**config.mk**
```make
export PLATFORM = sky130hd
export DESIGN_NAME = interval_coverage_tracker
export DESIGN_NICKNAME = d
export VERILOG_FILES = /design/src/rtl/ict_pkg.sv /design/src/rtl/ict_ram.sv /design/src/rtl/ict_cmp.sv /design/src/rtl/interval_coverage_tracker.sv
export SDC_FILE = /design/constraint.sdc
export NUM_CORES = 2
export LEC_CHECK = 0
export ABC_CLOCK_PERIOD_IN_PS = 9800
export BUFFER_PORTS_ARGS = -buffer_cell sky130_fd_sc_hd__buf_2
export CAP_MARGIN = 20
export CORE_MARGIN = 2
export CORE_UTILIZATION = 39
export CTS_CLUSTER_SIZE = 16
export DETAILED_ROUTE_END_ITERATION = 10
export GPL_ROUTABILITY_DRIVEN = 0
export SYNTH_ARGS = -nofsm -noshare
export SYNTH_HDL_FRONTEND = slang
export SYNTH_SLANG_ARGS = --single-unit
```
**constraint.sdc**
```tcl
create_clock -name clk -period 9.8 [get_ports clk]
set_input_delay 0.98 -clock clk [delete_from_list [all_inputs] [get_ports clk]]
set_output_delay 0.98 -clock clk [all_outputs]
set_load 0.02 [all_outputs]
```
**src/rtl/ict_pkg.sv**
```systemverilog
// ----------------------------------------------------------------------------
// ict_pkg: shared types and constants for the interval coverage tracker
// Table depth, offset width, command codes and the sequencer state type.
// ----------------------------------------------------------------------------
package ict_pkg;

  localparam int MaxRanges = 16;
  localparam int IdxW      = $clog2(MaxRanges);
  localparam int CntW      = $clog2(MaxRanges + 1);
  localparam int OffW      = 64;
  localparam int RcW       = 5;

  localparam logic [OffW-1:0] Top = {OffW{1'b1}};

  typedef enum logic [1:0] {
    CMD_ADD   = 2'd0,
    CMD_CHECK = 2'd1,
    CMD_CLEAR = 2'd2,
    CMD_NOP   = 2'd3
  } cmd_t;

  typedef enum logic [7:0] {
    ST_IDLE  = 8'b0000_0001,
    ST_SCAN  = 8'b0000_0010,
    ST_EVAL  = 8'b0000_0100,
    ST_MOVE  = 8'b0000_1000,
    ST_MOVEW = 8'b0001_0000,
    ST_STORE = 8'b0010_0000,
    ST_DONE  = 8'b0100_0000,
    ST_OUT   = 8'b1000_0000
  } state_t;

  // one entry compared against the item
  typedef struct packed {
    logic below;    // entry ends before a-1 (not touching)
    logic reach;    // entry starts at or before b+1
    logic has_s;    // entry holds a
    logic has_e;    // entry holds b
  } cmp_t;

endpackage

```
**src/rtl/ict_ram.sv**
```systemverilog
// ----------------------------------------------------------------------------
// ict_ram: generic single-port-write, one-read RAM
// Registered read data.
// ----------------------------------------------------------------------------
module ict_ram #(
  parameter int Width = 64,
  parameter int Depth = 16
) (
  input  logic                     clk,
  input  logic                     we,
  input  logic [$clog2(Depth)-1:0] waddr,
  input  logic [Width-1:0]         wdata,
  input  logic [$clog2(Depth)-1:0] raddr,
  output logic [Width-1:0]         rdata
);

  logic [Width-1:0] mem [Depth];

  always_ff @(posedge clk) begin
    if (we) begin
      mem[waddr] <= wdata;
    end
    rdata <= mem[raddr];
  end

endmodule

```
**src/rtl/ict_cmp.sv**
```systemverilog
// ----------------------------------------------------------------------------
// ict_cmp: shared compare unit
// Compares one stored range against the item's bounds each cycle.
// ----------------------------------------------------------------------------
module ict_cmp (
  input  logic [63:0]  ent_s,
  input  logic [63:0]  ent_e,
  input  logic [63:0]  a,
  input  logic [63:0]  b,
  output ict_pkg::cmp_t res
);
  import ict_pkg::*;

  always_comb begin
    res.below = (ent_e != Top) && ((ent_e + 64'd1) < a);
    res.reach = (b == Top) || (ent_s <= (b + 64'd1));
    res.has_s = (ent_s <= a) && (a <= ent_e);
    res.has_e = (ent_s <= b) && (b <= ent_e);
  end

endmodule

```
**src/rtl/interval_coverage_tracker.sv**
```systemverilog
// ----------------------------------------------------------------------------
// interval_coverage_tracker: sorted table of received byte ranges
// Add, check and clear of disjoint ranges with a completeness flag.
// ----------------------------------------------------------------------------
// An item reads the table one entry at a time through a single compare unit
// (each entry is read from RAM in SCAN, then compared in EVAL); an add then
// shifts the tail entries, each read in MOVE and written in MOVEW, and stores
// the merged range. The block takes no new word until the result word has
// been taken. No clearing pass.
module interval_coverage_tracker (
  input  logic        clk,
  input  logic        rst_n,
  input  logic        cfg_we,
  input  logic [63:0] cfg_file_size,
  input  logic        in_valid,
  output logic        in_stall,
  input  logic [1:0]  in_cmd,
  input  logic [63:0] in_range_start,
  input  logic [63:0] in_range_length,
  output logic        out_valid,
  input  logic        out_stall,
  output logic        out_exists,
  output logic        out_complete,
  output logic        out_overflow,
  output logic [4:0]  out_range_count
);
  import ict_pkg::*;

  state_t          st_r, st_nxt;
  logic [63:0]     fsize_r;
  logic [CntW-1:0] cnt_r;
  cmd_t            cmd_r;
  logic [63:0]     a_r, b_r, ns_r, ne_r;
  logic [CntW-1:0] i_r, lo_r, hi_r, mv_r;
  logic            lo_done_r, ex_r, ov_r, zl_r, rd_ph_r;
  logic [63:0]     s0_r, e0_r;   // copy of entry 0 for the complete flag
  logic            ok_r;

  logic [IdxW-1:0] raddr, waddr;
  logic            we;
  logic [63:0]     wd_s, wd_e, rd_s, rd_e;
  cmp_t            cr;

  ict_ram #(.Width(OffW), .Depth(MaxRanges)) u_s (
    .clk(clk), .we(we), .waddr(waddr), .wdata(wd_s), .raddr(raddr), .rdata(rd_s));
  ict_ram #(.Width(OffW), .Depth(MaxRanges)) u_e (
    .clk(clk), .we(we), .waddr(waddr), .wdata(wd_e), .raddr(raddr), .rdata(rd_e));

  ict_cmp u_cmp (.ent_s(rd_s), .ent_e(rd_e), .a(a_r), .b(b_r), .res(cr));

  logic [63:0] lm1, blast;
  assign lm1   = in_range_length - 64'd1;
  assign blast = (in_range_length == 64'd0) ? in_range_start :
                 (lm1 > (Top - in_range_start)) ? Top : in_range_start + lm1;

  logic [CntW-1:0] k, newcnt, src, dst, lo_f, hi_f;
  logic            ins, scan_end, ovf_now, move_now;
  assign k      = hi_r - lo_r;
  assign newcnt = cnt_r - k + CntW'(1);
  // a pure insert shifts the tail up, so it walks from the top down
  assign ins    = (hi_r == lo_r);
  assign src    = ins ? (cnt_r - CntW'(1) - mv_r) : (hi_r + mv_r);
  assign dst    = ins ? (src + CntW'(1)) : (lo_r + CntW'(1) + mv_r);

  assign scan_end = (cmd_r == CMD_CLEAR) || (cmd_r == CMD_NOP) ||
                    (cmd_r == CMD_ADD && zl_r) || (i_r >= cnt_r);
  assign lo_f     = lo_done_r ? lo_r : i_r;
  assign hi_f     = lo_done_r ? hi_r : i_r;
  assign ovf_now  = (hi_f == lo_f) && (cnt_r >= CntW'(MaxRanges));
  assign move_now = (hi_f < cnt_r);

  assign in_stall  = (st_r != ST_IDLE);
  assign out_valid = (st_r == ST_OUT);

  always_comb begin
    raddr = i_r[IdxW-1:0];
    we    = 1'b0;
    waddr = lo_r[IdxW-1:0];
    wd_s  = ns_r;
    wd_e  = ne_r;
    st_nxt = st_r;
    case (st_r)
      ST_IDLE:  if (in_valid) st_nxt = ST_SCAN;
      ST_SCAN:  begin
        if (!scan_end) begin
          st_nxt = ST_EVAL;
        end else if (cmd_r == CMD_ADD && !zl_r) begin
          st_nxt = ovf_now ? ST_DONE : (move_now ? ST_MOVE : ST_STORE);
        end else begin
          st_nxt = ST_DONE;
        end
      end
      ST_EVAL:  st_nxt = ST_SCAN;
      ST_MOVE:  begin
        raddr  = src[IdxW-1:0];
        st_nxt = ST_MOVEW;
      end
      ST_MOVEW: begin
        raddr = src[IdxW-1:0];
        we    = 1'b1;
        waddr = dst[IdxW-1:0];
        wd_s  = rd_s;
        wd_e  = rd_e;
        st_nxt = ((mv_r + CntW'(1)) < (cnt_r - hi_r)) ? ST_MOVE : ST_STORE;
      end
      ST_STORE: begin
        we     = 1'b1;
        st_nxt = ST_DONE;
      end
      ST_DONE:  st_nxt = ST_OUT;
      ST_OUT:   if (!out_stall) st_nxt = ST_IDLE;
      default:  st_nxt = ST_IDLE;
    endcase
  end

  always_ff @(posedge clk) begin
    if (!rst_n) begin
      st_r    <= ST_IDLE;
      cnt_r   <= '0;
      fsize_r <= '0;
    end else begin
      if (cfg_we) fsize_r <= cfg_file_size;
      st_r <= st_nxt;
      case (st_r)
        ST_IDLE: if (in_valid) begin
          cmd_r <= cmd_t'(in_cmd);
          a_r   <= in_range_start;
          b_r   <= blast;
          zl_r  <= (in_range_length == 64'd0);
          ns_r  <= in_range_start;
          ne_r  <= blast;
          i_r   <= '0;
          lo_r  <= '0;
          hi_r  <= '0;
          mv_r  <= '0;
          lo_done_r <= 1'b0;
          ex_r  <= 1'b0;
          ov_r  <= 1'b0;
        end
        ST_SCAN: begin
          // clear, nop, zero-length add, or end of table: finish scan
          if (scan_end) begin
            if (cmd_r == CMD_CLEAR) cnt_r <= '0;
            if (cmd_r == CMD_ADD && !zl_r) begin
              if (!lo_done_r) begin
                lo_r <= i_r;
                hi_r <= i_r;
              end
              if (ovf_now) ov_r <= 1'b1;
            end
          end
        end
        ST_EVAL: begin
          if (i_r == '0) begin
            s0_r <= rd_s;
            e0_r <= rd_e;
          end
          if (cmd_r == CMD_CHECK) begin
            i_r <= i_r + CntW'(1);
            if (cr.has_s || cr.has_e) ex_r <= 1'b1;
          end else if (!lo_done_r) begin
            if (!cr.below) begin
              lo_done_r <= 1'b1;
              lo_r <= i_r;
              if (cr.reach) begin
                hi_r <= i_r + CntW'(1);
                i_r  <= i_r + CntW'(1);
                if (rd_s < a_r) ns_r <= rd_s;
                if (rd_e > b_r) ne_r <= rd_e;
              end else begin
                // first non-left entry lies beyond: scan is over
                hi_r <= i_r;
                i_r  <= cnt_r;
              end
            end else begin
              i_r <= i_r + CntW'(1);
            end
          end else if (cr.reach) begin
            hi_r <= i_r + CntW'(1);
            i_r  <= i_r + CntW'(1);
            if (rd_e > ne_r) ne_r <= rd_e;
          end else begin
            i_r <= cnt_r;
          end
        end
        ST_MOVEW: begin
          mv_r <= mv_r + CntW'(1);
        end
        ST_STORE: begin
          cnt_r <= newcnt;
          if (lo_r == '0) begin
            s0_r <= ns_r;
            e0_r <= ne_r;
          end
        end
        default: ;
      endcase
    end
  end

  // entry 0 copy is fresh whenever count is 1 (it was scanned or stored)
  always_ff @(posedge clk) begin
    if (st_r == ST_DONE) begin
      out_exists      <= ex_r;
      out_overflow    <= ov_r;
      out_range_count <= RcW'(cnt_r);
      out_complete    <= (fsize_r == 64'd0) ||
                         (cnt_r == CntW'(1) && s0_r == 64'd0 && e0_r >= fsize_r - 64'd1);
    end
  end

  always_ff @(posedge clk) begin
    ok_r <= rst_n;
  end

  a_cnt: assert property (@(posedge clk) disable iff (!rst_n)
    cnt_r <= CntW'(MaxRanges)) else $error("count above depth");
  a_ovf: assert property (@(posedge clk) disable iff (!rst_n)
    (out_valid && out_overflow) |-> out_range_count == RcW'(MaxRanges))
    else $error("overflow with room left");
  a_ex: assert property (@(posedge clk) disable iff (!rst_n)
    (out_valid && out_exists) |-> cmd_r == CMD_CHECK) else $error("exists on non-check");
  a_hold: assert property (@(posedge clk) disable iff (!rst_n || !ok_r)
    (out_valid && out_stall) |=> out_valid && $stable(out_range_count))
    else $error("result dropped");

endmodule
```
==> run metrics <==
Std-Cell Rows=206; Reg2Reg Setup Slack=1.87 ns; antenna violations before repair=24; cell taking the most area after synthesis=edfxtp_1; CTS root buf=clkbuf_16; status=finished, final reports clean; Syn. warnings=0; minimum clock period=7.931 ns; Worst EP arrival=8.39 ns; Num CTS Buffers=278; final WL=387000 µm; Static Leak=50.86 nW; top cells by area, synth=edfxtp_1 60%, mux4_2 6.3%, ha_1 6.2%, nand2_1 5.8%, dfxtp_1 3.3%; GRT busiest layer=met2; MaxCap Viol Count=0; Starting Density=0.3922; Least-Margin Pin Slew=1.238 ns; Crit Path Max Fanout=64; CP Class=reg2reg; number of flops mapped to enable cells by yosys=2466; H-tree lvl count=5; DRT Pass-1 Iters=6; post-route design area=139500 µm²; Pwr Density=190.1 nW/µm²; peak supply drop=129.4 µV; core area=315000 µm²; Regs by FF count=u_e.mem (1024), u_s.mem (1024); Worst slew margin=0.1661; Hold Buf Count CTS=0; gr usage total=0.2346; DIE WIDTH=566.8 µm; Post-Synth Adder-Cell Area=0.06385; WL per Instance=27.64 µm; layout cells sized above 1=0.1302; dpl hpwl=250100 µm; global-route met1 utilization=0.3361; Peak Freq=126.1 MHz; complex-gate fraction of the synthesized area=0.06832; first-pass GRT wire length=556700 µm; Synth Net Count=10190; drt drc=0; RR Startpoint=u_e.rdata[2]$_DFF_P_; Final #Nets=10440; post-CTS setup buffers=0; Synth Instances=9368; crit start category=register; largest net degree at the start of global routing=127; I/O Buffers=208; final hold violation count=0; Cell Area, Placed=130200 µm²; sequential share of the synthesized area=0.6327; met3 Use GR=0.04510; CTS tree=yes; Hold WC Path Type=in2reg; clock sink count=2671; Crit. Startpoint=u_e.rdata[2]$_DFF_P_; vias=82470; Slew Viols, Final=0; syn_area_per_cell=13.19 µm²; synthesized flop and latch total=2671; Final Skew=0.07351 ns; # IOs=209; vias in the first global route=79580; post-synth cell types=84; setup TNS=0 ns; Clock transition at path regs=0.07 ns; RSZ-0062 raised after global routing=false; latest clock arrival within the worst-skew pair=0.88 ns; area grow syn2layout=12.90%; final setup fails=0; grt met2 use=0.3568; Post-synth top cells=2466 x edfxtp_1, 1918 x nand2_1, 616 x ha_1; Clock Path Buffers=4; largest family of logic cells by synthesized area=simple AND/OR/NAND/NOR gates; via/cell ratio=5.890; mux cell area share after synthesis=0.07402; hold_sp=in_cmd[1]; synthesized area=123500 µm²; area share of the largest cell type after synthesis=0.5995; DRC violation total after the first TritonRoute iteration=10850; worst path required time=10.26 ns; Post-CTS Resized=0; Critical Path End Type=register; grt ovf=0; DRT antenna net count=0; final worst-path cycle share=0.8093; die height=566.8 µm; ys flop type=edfxtp_1; xor-xnor portion of the synthesized cell area=0.02340; Simple-Gate Fraction of Synth Area=0.1146; Synth async-reset ratio=0; top-count cell post-synth=edfxtp_1; die area=321300 µm²
worst paths after layout:
path                                               end  cells past startpoint
worst max-delay path                ne_r[56]$_DFFE_PP_                     21
worst min-delay path                cmd_r[1]$_DFFE_PP_                      1
worst max register to register      ne_r[56]$_DFFE_PP_                     21
worst min register to register  out_overflow$_DFFE_PP_                      0
through the flow:
| stage | setup WS (ns) | utilization | cells | hold slack, ns | total power, W |
|---|---|---|---|---|---|
| after floorplan | 0.5845 | - | 9368 | 0.4003 | 0.01486 |
| final | 1.869 | 0.4428 | 14000 | 0.3105 | 0.02652 |
| after global placement | 1.517 | 0.4133 | 13480 | 0.4175 | 0.01587 |
| after CTS | 2.165 | 0.4423 | 13980 | 0.2622 | 0.02656 |
| after global routing | 1.661 | 0.4428 | 14000 | 0.2877 | 0.02730 |
| after detailed placement | 1.852 | 0.4135 | 13480 | 0.4203 | 0.01596 |
layer usage:
layer | vias to the layer above | wire (µm)
met1 | 41810 | 161900
met4 | 10 | 13540
met3 | 615 | 39980
met2 | 4341 | 171500
met5 | - | 69
li1 | 35690 | -
report_power, final:
| part | internal [W] | leakage [nW] | switching, W |
|---|---|---|---|
| clock | 0.00620 | 4.42 | 0.00449 |
| combinational | 0.000913 | 22.6 | 0.00179 |
| sequential | 0.0128 | 23.9 | 0.000271 |
| total | 0.0200 | 50.9 | 0.00655 |
final cells by class:
type                            instances  area (µm²)
Fill cell                           28080      175500
Sequential cell                      2671       78160
Multi-Input combinational cell       5937       42840
Clock buffer                          379        7695
Tap cell                             4160        5205
Timing Repair Buffer                  409        2949
Clock inverter                        119        1395
Inverter                              320        1202
Antenna cell                            6       15.01
logic make-up (layout without fill, tap and decap cells):
logic type | count (synthesis) | in the layout
adders and majority gates | 625 | 625
buffers and inverters | 760 | 1227
muxes | 472 | 472
xor gates and xnor gates | 330 | 330
AOI/OAI and AO/OA | 1299 | 1299
and+or+nand+nor | 3211 | 3211
DFF | 2671 | 2671
other | 0 | 6
worst max-delay path, cell delays in order, from the launching register on:
cell and delay [ns]:
dfxtp_1 0.50, nand3_1 0.20, nor4_1 0.90, nand3_1 0.30
nor3b_1 0.72, nand2_1 0.21, nor2_1 0.25, nand2_1 0.16
nor2_1 0.47, nand4_1 0.19, xnor2_1 0.18, ha_1 0.31
and4_1 0.21, and3_1 0.25, nand2_1 0.13, a2111oi_1 0.38
buf_2 0.26, o21ai_0 0.40, nand3_1 0.30, a21oi_1 0.11
nor3_2 0.19, buf_4 0.79
layout by cell type, fill, tap and decap left out, types with 29 or more instances in the layout:
cell type	synthesis	routed
o21ai_1	1	30
a21o_1	207	206
edfxtp_1	2466	2466
nand4_1	151	151
a31oi_1	154	154
clkbuf_16	0	286
nand3_1	268	268
mux2_2	52	49
xnor2_1	234	234
ha_1	616	616
nor3_1	90	87
o21ai_0	295	259
clkbuf_1	379	73
and3_1	160	160
mux2i_1	72	70
a21oi_1	286	283
xor2_1	96	96
nor2b_1	40	40
buf_2	2	210
nand2_1	1918	1918
buf_4	0	164
nor2_1	356	339
clkinv_2	0	30
inv_1	318	317
a311oi_1	166	166
nor4_1	77	71
buf_12	0	29
dfxtp_1	205	205
clkinv_1	1	31
mux4_2	348	348
Note: power is estimated with default switching activity, not from simulation.
